File: config.mk
export PLATFORM = sky130hd
export DESIGN_NAME = least_loaded_device_picker
export DESIGN_NICKNAME = d
export VERILOG_FILES = /design/src/rtl/core/lldp_pkg.sv /design/src/rtl/core/lldp_alu.sv /design/src/rtl/core/lldp_table.sv /design/src/rtl/core/least_loaded_device_picker.sv
export SDC_FILE = /design/constraint.sdc
export NUM_CORES = 1
export LEC_CHECK = 0
export BUFFER_PORTS_ARGS = -buffer_cell sky130_fd_sc_hd__clkbuf_2
export CORE_MARGIN = 1.5
export CORE_UTILIZATION = 67
export DETAILED_ROUTE_END_ITERATION = 10
export PLACE_DENSITY = 0.94
export SETUP_SLACK_MARGIN = 0.02
export SYNTH_ARGS = -nofsm -noshare
export SYNTH_HDL_FRONTEND = slang
export SYNTH_SLANG_ARGS = --single-unit
export TNS_END_PERCENT = 30
File: constraint.sdc
create_clock -name clock -period 12.49 [get_ports clock]
set_input_delay 1.249 -clock clock [delete_from_list [all_inputs] [get_ports clock]]
set_output_delay 1.249 -clock clock [all_outputs]
set_load 0.03 [all_outputs]
File: src/rtl/core/lldp_pkg.sv
// Package: shared types and constants for the least-loaded device picker.
`timescale 1ns / 1ps

package lldp_pkg;

   localparam int LOAD_W   = 16;
   localparam int MEM_W    = 20;
   localparam int DEV_W    = 2;
   localparam int STATUS_W = 3;
   localparam int ACTIVE_W = 3;
   localparam int CSR_IDX_W = 3;
   localparam int LIMIT_REGS = 4;

   localparam logic [LOAD_W-1:0] LOAD_MAX = '1;
   localparam logic [MEM_W-1:0]  MEM_MAX  = '1;

   typedef logic [STATUS_W-1:0] status_type;
   localparam status_type ST_ASSIGNED = 3'd0;
   localparam status_type ST_NO_FIT   = 3'd1;
   localparam status_type ST_RELEASED = 3'd2;
   localparam status_type ST_BAD_DEV  = 3'd3;
   localparam status_type ST_CLAMPED  = 3'd4;

   typedef logic [CSR_IDX_W-1:0] csr_idx_type;
   localparam csr_idx_type CSR_ACTIVE = 3'd0;
   localparam csr_idx_type CSR_LIMIT0 = 3'd1;
   localparam csr_idx_type CSR_LIMIT3 = 3'd4;

   typedef struct packed {
      logic              en;
      logic [DEV_W-1:0]  idx;
      logic [LOAD_W-1:0] load;
      logic [MEM_W-1:0]  mem;
   } tbl_wr_type;

   typedef struct packed {
      logic             fit;
      logic             less;
      logic             under;
      logic [MEM_W-1:0] sum;
      logic [MEM_W-1:0] diff;
   } alu_res_type;

endpackage

File: src/rtl/core/lldp_alu.sv
// Shared fit/compare unit: memory fit test, sum, difference and load compare.
`timescale 1ns / 1ps

module lldp_alu (
   input  logic [lldp_pkg::MEM_W-1:0]  used,
   input  logic [lldp_pkg::MEM_W-1:0]  amount,
   input  logic [lldp_pkg::MEM_W-1:0]  limit,
   input  logic [lldp_pkg::LOAD_W-1:0] load_a,
   input  logic [lldp_pkg::LOAD_W-1:0] load_b,
   output lldp_pkg::alu_res_type       res
);
   import lldp_pkg::*;

   logic [MEM_W:0] sum_wide;

   always_comb begin
      sum_wide  = {1'b0, used} + {1'b0, amount};
      res.sum   = sum_wide[MEM_W-1:0];
      res.fit   = (sum_wide <= {1'b0, limit});
      res.under = (amount > used);
      res.diff  = used - amount;
      res.less  = (load_a < load_b);
   end

endmodule

File: src/rtl/core/lldp_table.sv
// Per-device task count and memory usage registers, one read and one write port.
`timescale 1ns / 1ps

module lldp_table #(
   parameter int DEVICES = 4
) (
   input  logic                        clock,
   input  logic                        reset,
   input  logic [lldp_pkg::DEV_W-1:0]  rd_idx,
   input  lldp_pkg::tbl_wr_type        wr,
   output logic [lldp_pkg::LOAD_W-1:0] rd_load,
   output logic [lldp_pkg::MEM_W-1:0]  rd_mem
);
   import lldp_pkg::*;

   localparam int IDX_W = (DEVICES > 1) ? $clog2(DEVICES) : 1;

   logic [LOAD_W-1:0] load_ff [DEVICES];
   logic [MEM_W-1:0]  mem_ff  [DEVICES];

   always_ff @(posedge clock) begin
      if (reset) begin
         for (int i = 0; i < DEVICES; i++) begin
            load_ff[i] <= '0;
            mem_ff[i]  <= '0;
         end
      end else if (wr.en) begin
         load_ff[wr.idx[IDX_W-1:0]] <= wr.load;
         mem_ff[wr.idx[IDX_W-1:0]]  <= wr.mem;
      end
   end

   assign rd_load = load_ff[rd_idx[IDX_W-1:0]];
   assign rd_mem  = mem_ff[rd_idx[IDX_W-1:0]];

endmodule

File: src/rtl/core/least_loaded_device_picker.sv
// Top level: least-loaded device picker with sequencer, config registers and result register.
//
//   channel  prefix  direction  contents
//   request  req_    in         kind, memory_amount, release_device
//   result   rsp_    out        status, chosen_device, device_load, device_memory, least_loaded
//   config   csr_    in         index 0 active_devices, 1..4 limit_device0..3
//
// Assign: FIT scan of the N active devices, APPLY, RANK scan, FINISH loads the result; release skips FIT.
// The next request is taken once the sequencer is back in IDLE after the result loads.
// One device per cycle through the shared fit/compare unit in each scan.
// Reset clears counts, usage, config to defaults; csr writes are taken only while idle.
// A request is taken only between items; a waiting result holds the sequencer.
`timescale 1ns / 1ps

module least_loaded_device_picker #(
   parameter int DEVICES = 4
) (
   input  logic                            clock,
   input  logic                            reset,
   input  logic                            req_valid,
   output logic                            req_ready,
   input  logic                            req_kind,
   input  logic [lldp_pkg::MEM_W-1:0]      req_memory_amount,
   input  logic [lldp_pkg::DEV_W-1:0]      req_release_device,
   output logic                            rsp_valid,
   input  logic                            rsp_ready,
   output logic [lldp_pkg::STATUS_W-1:0]   rsp_status,
   output logic [lldp_pkg::DEV_W-1:0]      rsp_chosen_device,
   output logic [lldp_pkg::LOAD_W-1:0]     rsp_device_load,
   output logic [lldp_pkg::MEM_W-1:0]      rsp_device_memory,
   output logic [lldp_pkg::DEV_W-1:0]      rsp_least_loaded,
   input  logic                            csr_valid,
   output logic                            csr_ready,
   input  logic [lldp_pkg::CSR_IDX_W-1:0]  csr_index,
   input  logic [lldp_pkg::MEM_W-1:0]      csr_data
);
   import lldp_pkg::*;

   localparam int IDX_W = (DEVICES > 1) ? $clog2(DEVICES) : 1;
   localparam int CNT_W = $clog2(DEVICES + 1);

   typedef enum logic [4:0] {
      S_IDLE   = 5'b00001,
      S_FIT    = 5'b00010,
      S_APPLY  = 5'b00100,
      S_RANK   = 5'b01000,
      S_FINISH = 5'b10000
   } state_type;

   state_type state_ff, state_in;

   logic [CNT_W-1:0]    cnt_ff, cnt_in;
   logic                kind_ff, kind_in;
   logic [MEM_W-1:0]    amount_ff, amount_in;
   logic [DEV_W-1:0]    rdev_ff, rdev_in;
   logic                found_ff, found_in;
   logic [IDX_W-1:0]    best_ff, best_in;
   logic [LOAD_W-1:0]   best_load_ff, best_load_in;
   logic [IDX_W-1:0]    rank_ff, rank_in;
   logic [LOAD_W-1:0]   rank_load_ff, rank_load_in;
   status_type          res_status_ff, res_status_in;
   logic [DEV_W-1:0]    res_dev_ff, res_dev_in;
   logic [LOAD_W-1:0]   res_load_ff, res_load_in;
   logic [MEM_W-1:0]    res_mem_ff, res_mem_in;

   logic                rsp_valid_ff, rsp_valid_in;
   status_type          rsp_status_ff, rsp_status_in;
   logic [DEV_W-1:0]    rsp_dev_ff, rsp_dev_in;
   logic [LOAD_W-1:0]   rsp_load_ff, rsp_load_in;
   logic [MEM_W-1:0]    rsp_mem_ff, rsp_mem_in;
   logic [DEV_W-1:0]    rsp_least_ff, rsp_least_in;

   logic [ACTIVE_W-1:0] active_ff;
   logic [MEM_W-1:0]    limit_ff [LIMIT_REGS];

   logic [CNT_W-1:0]    act_n;
   logic                last;
   logic                bad_dev;
   logic [IDX_W-1:0]    scan_idx;
   logic [IDX_W-1:0]    target;
   logic [DEV_W-1:0]    rd_idx;
   logic [LOAD_W-1:0]   rd_load;
   logic [MEM_W-1:0]    rd_mem;
   logic [LOAD_W-1:0]   cmp_load;
   tbl_wr_type          wr;
   alu_res_type         alu;
   logic                req_take;
   logic                rsp_load_en;

   // Config registers, written only between requests
   assign csr_ready = (state_ff == S_IDLE);

   always_ff @(posedge clock) begin
      if (reset) begin
         active_ff <= ACTIVE_W'(4);
         for (int i = 0; i < LIMIT_REGS; i++) begin
            limit_ff[i] <= MEM_MAX;
         end
      end else if (csr_valid && csr_ready) begin
         if (csr_index == CSR_ACTIVE) begin
            active_ff <= csr_data[ACTIVE_W-1:0];
         end else if (csr_index >= CSR_LIMIT0 && csr_index <= CSR_LIMIT3) begin
            limit_ff[2'(csr_index - CSR_LIMIT0)] <= csr_data;
         end
      end
   end

   // Active device count clamped to 1..DEVICES
   always_comb begin
      if (active_ff == '0) begin
         act_n = CNT_W'(1);
      end else if (active_ff > ACTIVE_W'(DEVICES)) begin
         act_n = CNT_W'(DEVICES);
      end else begin
         act_n = CNT_W'(active_ff);
      end
   end

   assign last     = (cnt_ff == act_n - CNT_W'(1));
   assign bad_dev  = ({1'b0, rdev_ff} >= ACTIVE_W'(act_n));
   assign scan_idx = cnt_ff[IDX_W-1:0];
   assign target   = kind_ff ? rdev_ff[IDX_W-1:0] : best_ff;
   assign rd_idx   = (state_ff == S_APPLY) ? DEV_W'(target) : DEV_W'(scan_idx);
   assign cmp_load = (state_ff == S_FIT) ? best_load_ff : rank_load_ff;

   lldp_table #(
      .DEVICES(DEVICES)
   ) u_table (
      .clock   (clock),
      .reset   (reset),
      .rd_idx  (rd_idx),
      .wr      (wr),
      .rd_load (rd_load),
      .rd_mem  (rd_mem)
   );

   lldp_alu u_alu (
      .used   (rd_mem),
      .amount (amount_ff),
      .limit  (limit_ff[rd_idx]),
      .load_a (rd_load),
      .load_b (cmp_load),
      .res    (alu)
   );

   assign req_take    = req_valid && req_ready;
   assign rsp_load_en = (state_ff == S_FINISH) && (!rsp_valid_ff || rsp_ready);

   always_comb begin
      state_in      = state_ff;
      cnt_in        = cnt_ff;
      kind_in       = kind_ff;
      amount_in     = amount_ff;
      rdev_in       = rdev_ff;
      found_in      = found_ff;
      best_in       = best_ff;
      best_load_in  = best_load_ff;
      rank_in       = rank_ff;
      rank_load_in  = rank_load_ff;
      res_status_in = res_status_ff;
      res_dev_in    = res_dev_ff;
      res_load_in   = res_load_ff;
      res_mem_in    = res_mem_ff;
      wr            = '0;
      req_ready     = (state_ff == S_IDLE) && !csr_valid;

      case (state_ff)
         S_IDLE: begin
            if (req_take) begin
               kind_in   = req_kind;
               amount_in = req_memory_amount;
               rdev_in   = req_release_device;
               cnt_in    = '0;
               found_in  = 1'b0;
               state_in  = req_kind ? S_APPLY : S_FIT;
            end
         end
         S_FIT: begin
            if (alu.fit && (!found_ff || alu.less)) begin
               found_in     = 1'b1;
               best_in      = scan_idx;
               best_load_in = rd_load;
            end
            cnt_in = cnt_ff + CNT_W'(1);
            if (last) begin
               state_in = S_APPLY;
            end
         end
         S_APPLY: begin
            res_status_in = ST_NO_FIT;
            res_dev_in    = '0;
            res_load_in   = '0;
            res_mem_in    = '0;
            wr.idx        = DEV_W'(target);
            if (!kind_ff) begin
               if (found_ff) begin
                  wr.en         = 1'b1;
                  wr.load       = (rd_load == LOAD_MAX) ? rd_load : rd_load + LOAD_W'(1);
                  wr.mem        = alu.sum;
                  res_status_in = ST_ASSIGNED;
               end
            end else if (bad_dev) begin
               res_status_in = ST_BAD_DEV;
            end else begin
               wr.en         = 1'b1;
               wr.load       = (rd_load == '0) ? rd_load : rd_load - LOAD_W'(1);
               wr.mem        = alu.under ? '0 : alu.diff;
               res_status_in = alu.under ? ST_CLAMPED : ST_RELEASED;
            end
            if (wr.en) begin
               res_dev_in  = DEV_W'(target);
               res_load_in = wr.load;
               res_mem_in  = wr.mem;
            end
            cnt_in   = '0;
            state_in = S_RANK;
         end
         S_RANK: begin
            if (cnt_ff == '0 || alu.less) begin
               rank_in      = scan_idx;
               rank_load_in = rd_load;
            end
            cnt_in = cnt_ff + CNT_W'(1);
            if (last) begin
               state_in = S_FINISH;
            end
         end
         S_FINISH: begin
            if (rsp_load_en) begin
               state_in = S_IDLE;
            end
         end
         default: begin
            state_in = S_IDLE;
         end
      endcase
   end

   // Result register
   always_comb begin
      rsp_valid_in  = rsp_valid_ff;
      rsp_status_in = rsp_status_ff;
      rsp_dev_in    = rsp_dev_ff;
      rsp_load_in   = rsp_load_ff;
      rsp_mem_in    = rsp_mem_ff;
      rsp_least_in  = rsp_least_ff;
      if (rsp_load_en) begin
         rsp_valid_in  = 1'b1;
         rsp_status_in = res_status_ff;
         rsp_dev_in    = res_dev_ff;
         rsp_load_in   = res_load_ff;
         rsp_mem_in    = res_mem_ff;
         rsp_least_in  = DEV_W'(rank_ff);
      end else if (rsp_ready) begin
         rsp_valid_in = 1'b0;
      end
   end

   always_ff @(posedge clock) begin
      if (reset) begin
         state_ff     <= S_IDLE;
         rsp_valid_ff <= 1'b0;
         cnt_ff       <= '0;
         found_ff     <= 1'b0;
      end else begin
         state_ff     <= state_in;
         rsp_valid_ff <= rsp_valid_in;
         cnt_ff       <= cnt_in;
         found_ff     <= found_in;
      end
   end

   always_ff @(posedge clock) begin
      kind_ff       <= kind_in;
      amount_ff     <= amount_in;
      rdev_ff       <= rdev_in;
      best_ff       <= best_in;
      best_load_ff  <= best_load_in;
      rank_ff       <= rank_in;
      rank_load_ff  <= rank_load_in;
      res_status_ff <= res_status_in;
      res_dev_ff    <= res_dev_in;
      res_load_ff   <= res_load_in;
      res_mem_ff    <= res_mem_in;
      rsp_status_ff <= rsp_status_in;
      rsp_dev_ff    <= rsp_dev_in;
      rsp_load_ff   <= rsp_load_in;
      rsp_mem_ff    <= rsp_mem_in;
      rsp_least_ff  <= rsp_least_in;
   end

   assign rsp_valid         = rsp_valid_ff;
   assign rsp_status        = rsp_status_ff;
   assign rsp_chosen_device = rsp_dev_ff;
   assign rsp_device_load   = rsp_load_ff;
   assign rsp_device_memory = rsp_mem_ff;
   assign rsp_least_loaded  = rsp_least_ff;

   a_scan_in_range: assert property (@(posedge clock) disable iff (reset)
      (state_ff == S_FIT || state_ff == S_RANK) |-> (cnt_ff < act_n))
      else $error("scan index beyond active devices");

   a_assign_fits: assert property (@(posedge clock) disable iff (reset)
      (state_ff == S_RANK && res_status_ff == ST_ASSIGNED)
         |-> (res_mem_ff <= limit_ff[res_dev_ff]))
      else $error("assigned usage exceeds device limit");

   a_no_fit_clean: assert property (@(posedge clock) disable iff (reset)
      (state_ff == S_APPLY && !kind_ff && !found_ff) |-> !wr.en)
      else $error("table written without a fitting device");

   a_result_loaded: assert property (@(posedge clock) disable iff (reset)
      rsp_load_en |=> (rsp_valid_ff && state_ff == S_IDLE))
      else $error("result not presented after finish");

endmodule

## After elaboration in Yosys (flattened, before gate mapping)

Memory sizes are Yosys's and may differ from the RTL's.
Index checks and enable logic that the tools add are counted.

| cells by class | value |
|---|---|
| add/subtract/negate cells | 7 |
| $lt $le $gt $ge | 7 |
| eq/ne operators | 12 |
| reduce and logical (&&, ||, !) cells | 30 |
| mux-type cells | 52 |

Operator list:

| operator | number |
|---|---|
| $mux W36 | 3 |
| $mux W16 | 4 |
| $mux W20 | 3 |
| $reduce_or A20 Y1 | 2 |
| $mux W39 | 1 |
| $pmux W5 S5 | 1 |
| $mux W1 | 22 |
| $add A20 B20 Y21 | 1 |
| $le A21 B20 Y1 | 1 |
| $mux W3 | 7 |
| $gt A20 B20 Y1 | 1 |
| $mux W5 | 4 |
| $sub A20 B20 Y20 | 1 |
| $add A16 B1 Y16 const B | 1 |
| $eq A16 B16 Y1 const B | 1 |
| $logic_not A16 Y1 | 1 |
| $lt A16 B16 Y1 | 1 |
| $reduce_or A16 Y1 | 1 |
| $sub A16 B1 Y16 const B | 1 |
| $mux W2 | 5 |
| $reduce_and A2 Y1 | 5 |
| $logic_not A3 Y1 | 3 |
| $pmux W3 S3 | 1 |
| $logic_and A1 B1 Y1 | 6 |
| 23 further kinds | 31 |

| word-level totals | value |
|---|---|
| register bits after elaboration | 156 |
| output and inout port bits | 46 |
| input port bits | 51 |
| memories kept | 3 |
| bits in writable memories | 224 |

Memory list:

| name | words | bits a word | rd ports | clocked after memory_dff | write ports | line | RTL |
|---|---|---|---|---|---|---|---|
| limit_ff | 4 | 20 | 1 | 0 | 4 | least_loaded_device_picker.sv:74 | `logic [MEM_W-1:0] limit_ff [LIMIT_REGS];` |
| u_table.mem_ff | 4 | 20 | 1 | 0 | 4 | lldp_table.sv:19 | `logic [MEM_W-1:0] mem_ff [DEVICES];` |
| u_table.load_ff | 4 | 16 | 1 | 0 | 4 | lldp_table.sv:18 | `logic [LOAD_W-1:0] load_ff [DEVICES];` |

## Logic depth before layout (Yosys ltp)

Gate-level depths: netlist (run 1).

| depth | value |
|---|---|
| depth after elaboration | 13 |
| gate-level depth with buffers | 30 |
| mapped depth without buffers | 26 |

## Modules after synthesis

Synthesis (run 1) repeated with hierarchy kept, for this count alone.

| unflattened totals | value |
|---|---|
| cells, all modules | 1549 |
| area total of the unflattened synthesis | 19824.0 µm² |

Modules (own cells, without submodules):

| module | sequential area each (µm²) | instances | cells an instance | area each (µm²) |
|---|---|---|---|---|
| least_loaded_device_picker | 6956.7 | 1 | 767 | 10577.6 |
| lldp_table | 4324.1 | 1 | 354 | 6238.5 |
| lldp_alu | 0.0 | 1 | 428 | 3007.9 |

## Least setup slack after synthesis (run 1)

OpenSTA, ideal clock, no wires.

| timing | value |
|---|---|
| path kind | flip-flop to flip-flop |
| start point | register state_ff[4] |
| end point | register best_ff[0] (enable) |
| path buffers | 2 |
| clock period less this slack | 7.181 ns |
| required time | 12.091 ns |
| arrival time | 6.782 ns |
| stages on the path, launching flop included | 22 |
| setup slack | 5.309 ns |
| cell sequence | dfxtp_1 nor3_4 nand2_2 o21ai_1 clkbuf_1 buf_1 mux4_2 ha_1 nor2b_1 or4_1 o21a_1 a311o_1 a31o_2 a221o_1 xnor2_1 ha_1 a21oi_1 nor2b_1 nand4_1 a2111oi_0 nand2_1 a21oi_1 |

| between the ends | value |
|---|---|
| word-level cells in the longest chain between the ends | 7 |

Ends and longest elaborated chain:

| what | line | RTL |
|---|---|---|
| from (decl) | least_loaded_device_picker.sv:50 | `state_type state_ff, state_in;` |
| from (signal assigned) | least_loaded_device_picker.sv:266 | `state_ff <= state_in;` |
| $eq A5 B3 Y1 | least_loaded_device_picker.sv:123 | `assign rd_idx = (state_ff == S_APPLY) ? DEV_W'(target) : DEV_W'(scan_idx);` |
| $mux W2 | least_loaded_device_picker.sv:123 |  |
| $mem_v2 Z4 W20 or $mem_v2 Z4 W16 (tied branches) | - |  |
| $add A20 B20 Y21 or $lt A16 B16 Y1 (tied branches) | lldp_alu.sv:17, lldp_alu.sv:22 |  |
| $le A21 B20 Y1 or $logic_or A1 B1 Y1 (tied branches) | lldp_alu.sv:19, least_loaded_device_picker.sv:179 |  |
| $logic_and A1 B1 Y1 | least_loaded_device_picker.sv:179 | `if (alu.fit && (!found_ff \|\| alu.less)) begin` |
| $reduce_and A2 Y1 (no source line) (*) | - |  |
| to (signal assigned) | least_loaded_device_picker.sv:277 | `best_ff <= best_in;` |
| to (decl) | least_loaded_device_picker.sv:57 | `logic [IDX_W-1:0] best_ff, best_in;` |

Every way passes the cells marked *; elsewhere a longest branch is shown, timed or not.
A chain may end at the register's enable or synchronous reset.

## Final worst setup path (run 1)

| timing | value |
|---|---|
| start point | register state_ff[4] |
| end point | register best_load_ff[2] (enable) |

| between the ends | value |
|---|---|
| word-level cells in the longest chain between the ends | 7 |

Ends and longest elaborated chain:

| what | line | RTL |
|---|---|---|
| $eq A5 B3 Y1 | least_loaded_device_picker.sv:123 |  |
| $mux W2 | least_loaded_device_picker.sv:123 |  |
| $mem_v2 Z4 W20 or $mem_v2 Z4 W16 (tied branches) | - |  |
| $add A20 B20 Y21 or $lt A16 B16 Y1 (tied branches) | lldp_alu.sv:17, lldp_alu.sv:22 |  |
| $le A21 B20 Y1 or $logic_or A1 B1 Y1 (tied branches) | lldp_alu.sv:19, least_loaded_device_picker.sv:179 |  |
| $logic_and A1 B1 Y1 | least_loaded_device_picker.sv:179 |  |
| $reduce_and A2 Y1 (no source line) (*) | - |  |
| to (signal assigned) | least_loaded_device_picker.sv:278 | `best_load_ff <= best_load_in;` |
| to (decl) | least_loaded_device_picker.sv:58 | `logic [LOAD_W-1:0] best_load_ff, best_load_in;` |

Marked as above.

==> flow_results.xml, run 1 <==
<?xml version="1.0" encoding="UTF-8"?>
<metrics>
  <group name="outcome">
    <metric name="run_status" unit="">complete, no violations</metric>
  </group>
  <group name="route">
    <metric name="routed-wl-met3" unit="um">6830</metric>
    <metric name="drt_first_pass_iters" unit="">7</metric>
    <metric name="viasPerCell" unit="">6.81</metric>
    <metric name="routedWlPerCell" unit="um">24.2</metric>
    <metric name="route.final.wire_length" unit="um">53300</metric>
    <metric name="routed-wl-met2" unit="um">24700</metric>
    <metric name="drt_iter0_drc" unit="">2077</metric>
    <metric name="post-route-drc-count" unit="">0</metric>
    <metric name="routedLengthMet1" unit="um">19300</metric>
    <metric name="topRoutingLayerUsed" unit="">met5</metric>
    <metric name="vias" unit="">15000</metric>
    <metric name="route.antenna.remaining_nets" unit="">0</metric>
  </group>
  <group name="synth">
    <metric name="post_synth_and_or_nand_nor_area_fraction" unit="%">15.3</metric>
    <metric name="dominantRegCellSynth" unit="">edfxtp_1</metric>
    <metric name="synth.distinct_cells" unit="">94</metric>
    <metric name="synthesized_netlist_net_count" unit="">1855</metric>
    <metric name="yosys_register_bits" unit="">380</metric>
    <metric name="synth_xor_xnor_area_share" unit="%">1.29</metric>
    <metric name="yosysTopAreaCellShare" unit="%">54.0</metric>
    <metric name="yosys_warnings" unit="">0</metric>
    <metric name="ys_async_sr_fraction" unit="%">0</metric>
    <metric name="synth.area.top_cells" unit="">edfxtp_1 (54%), mux4_2 (5.3%), ha_1 (5.1%)</metric>
    <metric name="synth-adder-area-share" unit="%">5.34</metric>
    <metric name="netlist_top_cells_count" unit="">edfxtp_1 (367), nor2_1 (195), inv_1 (119), nand2_1 (97), ha_1 (84)</metric>
    <metric name="syn_area_per_cell" unit="sq um">11.9</metric>
    <metric name="synth_edf_count" unit="">367</metric>
    <metric name="synthDominantAreaCellType" unit="">edfxtp_1</metric>
    <metric name="synth_top_family_by_area" unit="">simple AND/OR/NAND/NOR gates</metric>
    <metric name="postSynthCellCount" unit="">1718</metric>
    <metric name="muxShareOfSynthArea" unit="%">8.35</metric>
    <metric name="synthesized_area_fraction_occupied_by_ao_oa_aoi_and_oai_cells" unit="%">10.1</metric>
    <metric name="yosysMostFrequentCell" unit="">edfxtp_1</metric>
    <metric name="synth_seq_area_share" unit="%">55.2</metric>
    <metric name="synthesis.area" unit="sq um">20400</metric>
  </group>
  <group name="sta">
    <metric name="final_cycle_share" unit="%">61.1</metric>
    <metric name="timing_hold_violations_final" unit="">0</metric>
    <metric name="timing.setup.tns" unit="ns">0</metric>
    <metric name="slew_viol_final" unit="">0</metric>
    <metric name="worst-slew-pin-transition" unit="ns">1.24</metric>
    <metric name="grt_setup_unrepaired" unit="">no</metric>
    <metric name="max-slew-margin-rel" unit="%">17.2</metric>
    <metric name="skew" unit="ns">0.0260</metric>
    <metric name="timing.hold.ws" unit="ns">0.408</metric>
    <metric name="finalWorstPathRequiredPeriod" unit="ns">7.63</metric>
    <metric name="setup_viol" unit="">0</metric>
    <metric name="max_clock_freq" unit="MHz">131</metric>
  </group>
  <group name="layout">
    <metric name="layout_cell_share_with_drive_strength_beyond_1" unit="%">17.3</metric>
    <metric name="fill_cells" unit="">1825</metric>
    <metric name="design.final.nets" unit="">1920</metric>
    <metric name="area_grow_syn2layout" unit="%">10.1</metric>
    <metric name="antennaDiodeCount" unit="">0</metric>
  </group>
  <group name="pwr">
    <metric name="power.density" unit="nW/um^2">156</metric>
    <metric name="peakVddDrop" unit="mV">0.135</metric>
    <metric name="switching_share_of_power" unit="%">29.9</metric>
    <metric name="power_report.internal_total" unit="uW">2460</metric>
    <metric name="netSwitchingPower" unit="uW">1050</metric>
    <metric name="p_comb_share" unit="%">22.3</metric>
    <metric name="p_leak" unit="uW">0.00852</metric>
    <metric name="share_clk_of_total_power" unit="%">34.9</metric>
    <metric name="share_seq_of_total_power" unit="%">42.9</metric>
  </group>
  <group name="critical_path">
    <metric name="critical_path.endpoint_type" unit="">flip-flop</metric>
    <metric name="worstSetupPathType" unit="">flip-flop to flip-flop</metric>
    <metric name="worstPathCellList" unit="">nor3_4, nand3_2, nand2_2, buf_4, mux4_2, ha_1, o21ba_2, o2111ai_1, a311oi_1, or4_1, nand3b_1, xnor2_1, ha_1, and3_1, nand3_1, nor3_1, a22oi_1, a2111oi_0, nand2_1, a21oi_1, buf_4</metric>
    <metric name="critPathBufInv" unit="">2</metric>
    <metric name="crit_path_max_incr_delay" unit="ns">0.95</metric>
    <metric name="critical_path_required" unit="ns">12.69</metric>
    <metric name="timing.critical_path.arrival" unit="ns">7.84</metric>
    <metric name="timing.critical_path.max_delay_family" unit="">simple AND/OR/NAND/NOR gates</metric>
    <metric name="critPathLaunchType" unit="">flip-flop</metric>
    <metric name="critPathMaxFanout" unit="">43</metric>
    <metric name="slowest_stage" unit="">nor3_4</metric>
  </group>
  <group name="clock_network">
    <metric name="numClockSinks" unit="">380</metric>
    <metric name="total_clock_buffers_created_by_cts" unit="">40</metric>
    <metric name="ctsLongestPathBuffers" unit="">3</metric>
    <metric name="tritoncts" unit="">done</metric>
    <metric name="htree_num_levels" unit="">2</metric>
    <metric name="cts.repair_timing.setup_buffer_count" unit="">0</metric>
    <metric name="clkTransAtPathRegs" unit="ns">0.06</metric>
    <metric name="insertion_delay" unit="ns">0.55</metric>
    <metric name="cts-hold-fix-buffers" unit="">0</metric>
    <metric name="cts_resized" unit="">0</metric>
    <metric name="cts_root_buf" unit="">clkbuf_16</metric>
  </group>
  <group name="floorplan">
    <metric name="die_height" unit="um">178</metric>
    <metric name="die_area" unit="sq um">31500</metric>
    <metric name="num_io_pins" unit="">97</metric>
    <metric name="placeableCoreArea" unit="sq um">29800</metric>
    <metric name="floorplan.initialDensity" unit="%">68.5</metric>
    <metric name="rows" unit="">63</metric>
    <metric name="die_width" unit="um">178</metric>
  </group>
  <group name="grt">
    <metric name="grt_first_pass_wirelength" unit="um">82000</metric>
    <metric name="grt_pass1_vias" unit="">14800</metric>
    <metric name="grt_max_degree" unit="">48</metric>
    <metric name="overflow" unit="">0</metric>
    <metric name="initial_antenna_violation_count" unit="">2</metric>
    <metric name="grt_usage" unit="%">34.6</metric>
  </group>
  <group name="placed_design">
    <metric name="numPortBuffers" unit="">96</metric>
    <metric name="hpwl" unit="um">35700</metric>
    <metric name="place_congestion" unit="">1.00</metric>
  </group>
  <group name="min_path">
    <metric name="hp-class" unit="">flip-flop to flip-flop</metric>
  </group>
  <group name="flow_run">
    <metric name="drv.max_cap_violation_count" unit="">0</metric>
  </group>
</metrics>
-- power by group through the flow --
stage                     clock, uW  sequential, uW  combinational [uW]
final                          1220            1500                 780
after global routing           1270            1510                 840
after CTS                      1220            1500                 757
after detailed placement          0            1530                 748
after global placement            0            1520                 718
after floorplan                   0            1510                 555
-- area by class of cell --
cell class                      instances  area (sq um)  area share, %
Tap cell                              390           488           2.17
Timing Repair Buffer                  114           616           2.74
Inverter                              127           478           2.13
Sequential cell                       380         11300           50.2
Clock inverter                         24           282           1.25
Multi-Input combinational cell       1120          8290           36.9
Clock buffer                           48          1050           4.68
-- stage by stage --
stage | utilization [%] | std cells | power [uW] | worst slack [ns] | instance area [sq um]
floorplan | - | 1718 | 2060 | 5.31 | 20400
finish | 75.5 | 2203 | 3510 | 4.86 | 22500
CTS | 75.5 | 2203 | 3480 | 5.02 | 22500
global placement | 71.0 | 2131 | 2240 | 5.41 | 21200
global route | 75.5 | 2203 | 3610 | 4.37 | 22500
detailed placement | 71.0 | 2131 | 2270 | 5.11 | 21200
-- placed cells by master, fill, tap and decap left out, types with 35 or more instances in the layout --
master	count
edfxtp_1	367
nor2_1	193
inv_1	119
nand2_1	96
clkbuf_2	96
ha_1	84
a21oi_1	78
nand2b_1	75
mux4_2	48
mux2i_1	46
clkbuf_16	41
nor3_1	36
nand3_1	35
-- logic make-up after synthesis --
group,count (synthesis)
and+or+nand+nor,612
adders and majority gates,86
muxes,107
xor gates and xnor gates,30
DFF,380
AOI/OAI and AO/OA,285
buffers and inverters,218
-- flip-flops by register name, indices dropped and copies added (netlist names), 2 cells and up --
| name | flops |
|---|---|
| res_dev_ff | 2 |
| best_load_ff | 16 |
| amount_ff | 20 |
| u_table.load_ff | 64 |
| rank_ff | 2 |
| rsp_device_memory | 20 |
| rsp_status | 3 |
| rank_load_ff | 16 |
| rsp_device_load | 16 |
| rdev_ff | 2 |
| rsp_least_loaded | 2 |
| cnt_ff | 3 |
| state_ff | 5 |
| active_ff | 3 |
| best_ff | 2 |
| res_load_ff | 16 |
| res_mem_ff | 20 |
| rsp_chosen_device | 2 |
| res_status_ff | 3 |
| limit_ff | 80 |
| u_table.mem_ff | 80 |
-- metal layers --
metal | up-vias | GRT usage (%)
met5 | - | 0
met4 | 2 | 14.2
met1 | 7077 | 46.3
met2 | 1202 | 55.0
met3 | 249 | 7.78
li1 | 6478 | -
-- path summary, 6_finish.rpt --
check / start / to / slack, ns / depth (start not counted)
min: res_load_ff[13] / rsp_device_load[13] / 0.41 / 0
min reg2reg: res_load_ff[13] / rsp_device_load[13] / 0.41 / 0
max: state_ff[4] / best_load_ff[2] / 4.86 / 21
max reg2reg: state_ff[4] / best_load_ff[2] / 4.86 / 21
-- worst register-to-register path: cells and delay by family (launching register included) --
family                     cells  cell delay [ns]
AOI/OAI and AO/OA              6             1.42
xor gates and xnor gates       1             0.10
adders and majority gates      2             0.70
buffers and inverters          2             0.99
DFF                            1             0.37
muxes                          1             0.43
and+or+nand+nor                9             3.25
(Power assumes the default switching activity.)
==> run 2, diff against run 1 <==
Settings changed: CORE_UTILIZATION 67 to 56, PLACE_DENSITY 0.94 to 0.85.
Clock period 12.49 ns to 6.65 ns, I/O delays scaled along.
==> run 2 against run 1 <==
Effect of this change:
- the run now ends with design-rule violations left
- sequential cell count stayed put
- sequential power is 87% higher
- sequential share of layout area is 0.71 points lower
- cell area is 1.4% higher
- via count is 2.5% lower
- combinational power is 91% higher
- largest cell class unchanged
==> flow_results.xml, run 2 (same netlist as run 1, synthesis figures left out) <==
<?xml version="1.0" encoding="UTF-8"?>
<metrics>
  <group name="route">
    <metric name="routedWlPerCell" unit="um">22.6</metric>
    <metric name="route.antenna.remaining_nets" unit="">0</metric>
    <metric name="vias" unit="">14600</metric>
    <metric name="drt_first_pass_iters" unit="">9</metric>
    <metric name="route.final.wire_length" unit="um">52100</metric>
    <metric name="post-route-drc-count" unit="">8</metric>
    <metric name="drt_iter0_drc" unit="">1652</metric>
    <metric name="viasPerCell" unit="">6.35</metric>
  </group>
  <group name="clock_network">
    <metric name="ctsLongestPathBuffers" unit="">3</metric>
    <metric name="total_clock_buffers_created_by_cts" unit="">41</metric>
    <metric name="clkTransAtPathRegs" unit="ns">0.06</metric>
    <metric name="cts_root_buf" unit="">clkbuf_16</metric>
    <metric name="numClockSinks" unit="">380</metric>
    <metric name="htree_num_levels" unit="">2</metric>
    <metric name="insertion_delay" unit="ns">0.57</metric>
    <metric name="tritoncts" unit="">done</metric>
    <metric name="cts-hold-fix-buffers" unit="">0</metric>
  </group>
  <group name="critical_path">
    <metric name="ff2ff_setup_slack" unit="ns">0.28</metric>
    <metric name="timing.critical_path.arrival" unit="ns">6.63</metric>
    <metric name="critical_path.endpoint_type" unit="">flip-flop</metric>
    <metric name="critical_path_required" unit="ns">6.91</metric>
    <metric name="critPathLaunchType" unit="">flip-flop</metric>
    <metric name="critPathMaxFanout" unit="">18</metric>
    <metric name="worstSetupPathType" unit="">flip-flop to flip-flop</metric>
  </group>
  <group name="sta">
    <metric name="final_cycle_share" unit="%">95.8</metric>
    <metric name="slew_viol_final" unit="">0</metric>
    <metric name="setup_viol" unit="">0</metric>
    <metric name="max_clock_freq" unit="MHz">157</metric>
    <metric name="finalWorstPathRequiredPeriod" unit="ns">6.37</metric>
    <metric name="worst-slew-pin-transition" unit="ns">1.06</metric>
    <metric name="skew" unit="ns">0.0212</metric>
    <metric name="timing_hold_violations_final" unit="">0</metric>
    <metric name="max-slew-margin-rel" unit="%">28.9</metric>
    <metric name="timing.setup.tns" unit="ns">0</metric>
  </group>
  <group name="pwr">
    <metric name="p_leak" unit="uW">0.00865</metric>
    <metric name="peakVddDrop" unit="mV">0.226</metric>
    <metric name="power.density" unit="nW/um^2">285</metric>
    <metric name="finalPower" unit="uW">6510</metric>
  </group>
  <group name="grt">
    <metric name="grt_max_degree" unit="">45</metric>
    <metric name="initial_antenna_violation_count" unit="">2</metric>
    <metric name="grt_pass1_vias" unit="">14300</metric>
    <metric name="grt_first_pass_wirelength" unit="um">80800</metric>
    <metric name="grt_usage" unit="%">27.8</metric>
    <metric name="overflow" unit="">0</metric>
  </group>
  <group name="floorplan">
    <metric name="floorplan.initialDensity" unit="%">57.1</metric>
    <metric name="rows" unit="">69</metric>
    <metric name="die_height" unit="um">194</metric>
    <metric name="die_width" unit="um">194</metric>
    <metric name="placeableCoreArea" unit="sq um">35700</metric>
    <metric name="num_io_pins" unit="">97</metric>
    <metric name="die_area" unit="sq um">37600</metric>
  </group>
  <group name="flow_run">
    <metric name="drv.max_cap_violation_count" unit="">0</metric>
  </group>
  <group name="placed_design">
    <metric name="hpwl" unit="um">35000</metric>
    <metric name="numPortBuffers" unit="">96</metric>
    <metric name="place_congestion" unit="">0.959</metric>
    <metric name="dpl.cell_count" unit="">2225</metric>
    <metric name="placement.cell_area" unit="sq um">21400</metric>
  </group>
  <group name="min_path">
    <metric name="hp-class" unit="">input pin to flip-flop</metric>
  </group>
  <group name="layout">
    <metric name="layout_cell_share_with_drive_strength_beyond_1" unit="%">18.8</metric>
    <metric name="multiInputGateArea" unit="sq um">8330</metric>
    <metric name="mostFrequentLayoutCells" unit="">edfxtp_1 (367), nor2_1 (193), inv_1 (119), nand2_1 (96), clkbuf_2 (96)</metric>
    <metric name="antennaDiodeCount" unit="">0</metric>
    <metric name="fill_cells" unit="">2729</metric>
    <metric name="seqCellArea" unit="sq um">11300</metric>
    <metric name="area_grow_syn2layout" unit="%">11.7</metric>
    <metric name="most_frequent_standard_cell_in_the_layout_excluding_fill_and_tap_cells" unit="">edfxtp_1</metric>
    <metric name="design.final.nets" unit="">1952</metric>
    <metric name="largestRegisters" unit="">limit_ff (80), u_table.mem_ff (80), u_table.load_ff (64)</metric>
    <metric name="layout.cell_area.non_filler" unit="sq um">22800</metric>
    <metric name="final_cell_count_no_fill" unit="">2305</metric>
  </group>
  <group name="outcome">
    <metric name="run_status" unit="">finished with violations</metric>
    <metric name="violated_checks" unit="">design-rule violations</metric>
  </group>
</metrics>
==> run 2: cell types whose count changed in the layout (fill, tap and decap cells not counted), moves of 2 or more <==
cell / before / now
clkbuf_1: 7 / 10
clkinv_4: 2 / 0
clkinvlp_4: 1 / 3
inv_6: 3 / 1
bufinv_16: 6 / 2
clkinv_1: 8 / 4
clkbuf_8: 0 / 4
buf_4: 18 / 47
==> run 2: repair_timing <==
action / in CTS / in global routing
buffers inserted: 0 / 7
endpoints found under the setup margin: 0 / 18
resized for setup: 0 / 4
==> run 2: area by class of cell <==
type,instances,area share [%]
inverter,127,2.10
timing repair buffer,144,3.74
clock inverter,16,0.647
multi-input combinational,1121,36.5
sequential,380,49.5
clock buffer,56,5.01
tap,461,2.53
==> run 2: where the power goes <==
part	internal (uW)	switching (uW)	total, uW
sequential	2750	61.3	2810
clock	1280	923	2210
combinational	525	967	1490
==> run 2: metal layers <==
| metal | wire [um] | share of wire [%] | vias to the layer above | track usage [%] |
|---|---|---|---|---|
| met5 | 10 | 0.019 | - | 0 |
| met2 | 23800 | 46 | 805 | 43.4 |
| met1 | 20900 | 40 | 7150 | 38.1 |
| met4 | 2120 | 4.1 | 2 | 11.3 |
| li1 | - | - | 6531 | - |
| met3 | 5190 | 10 | 148 | 5.97 |
==> run 2: path summary, 6_finish.rpt <==
| path | start | endpoint | cells after the start |
|---|---|---|---|
| setup reg to reg | state_ff[1] | best_load_ff[6] | 24 |
| setup / recovery | state_ff[1] | best_load_ff[6] | 24 |
| hold / removal | req_memory_amount[12] | amount_ff[12] | 1 |
| hold reg to reg | res_load_ff[11] | rsp_device_load[11] | 0 |
==> run 2: through the flow <==
stage,worst slack (ns),hold slack [ns],utilization (%)
floorplan,0.103,0.400,-
global placement,0.457,0.402,60.0
detailed placement,0.329,0.405,60.0
CTS,0.297,0.250,63.6
global route,-0.0539,0.254,63.8
finish,0.278,0.270,63.8
==> run 2: worst max-delay path, cell delays in order, from the launching register on <==
cell,delay (ns)
dfxtp_1,0.38
or3_4,0.40
o21ai_2,0.28
a21boi_4,0.31
nand2_1,0.13
a21oi_1,0.23
or2_2,0.17
ha_1,0.17
inv_1,0.06
fa_1,0.43
o21ba_2,0.25
o2111ai_1,0.36
a311oi_1,0.21
or4_1,0.54
nand3b_1,0.22
xnor2_1,0.10
ha_1,0.30
and3_1,0.15
nand3_1,0.09
nor3_1,0.25
a22oi_1,0.10
a2111oi_0,0.39
nand2_1,0.19
a21oi_4,0.17
buf_12,0.19
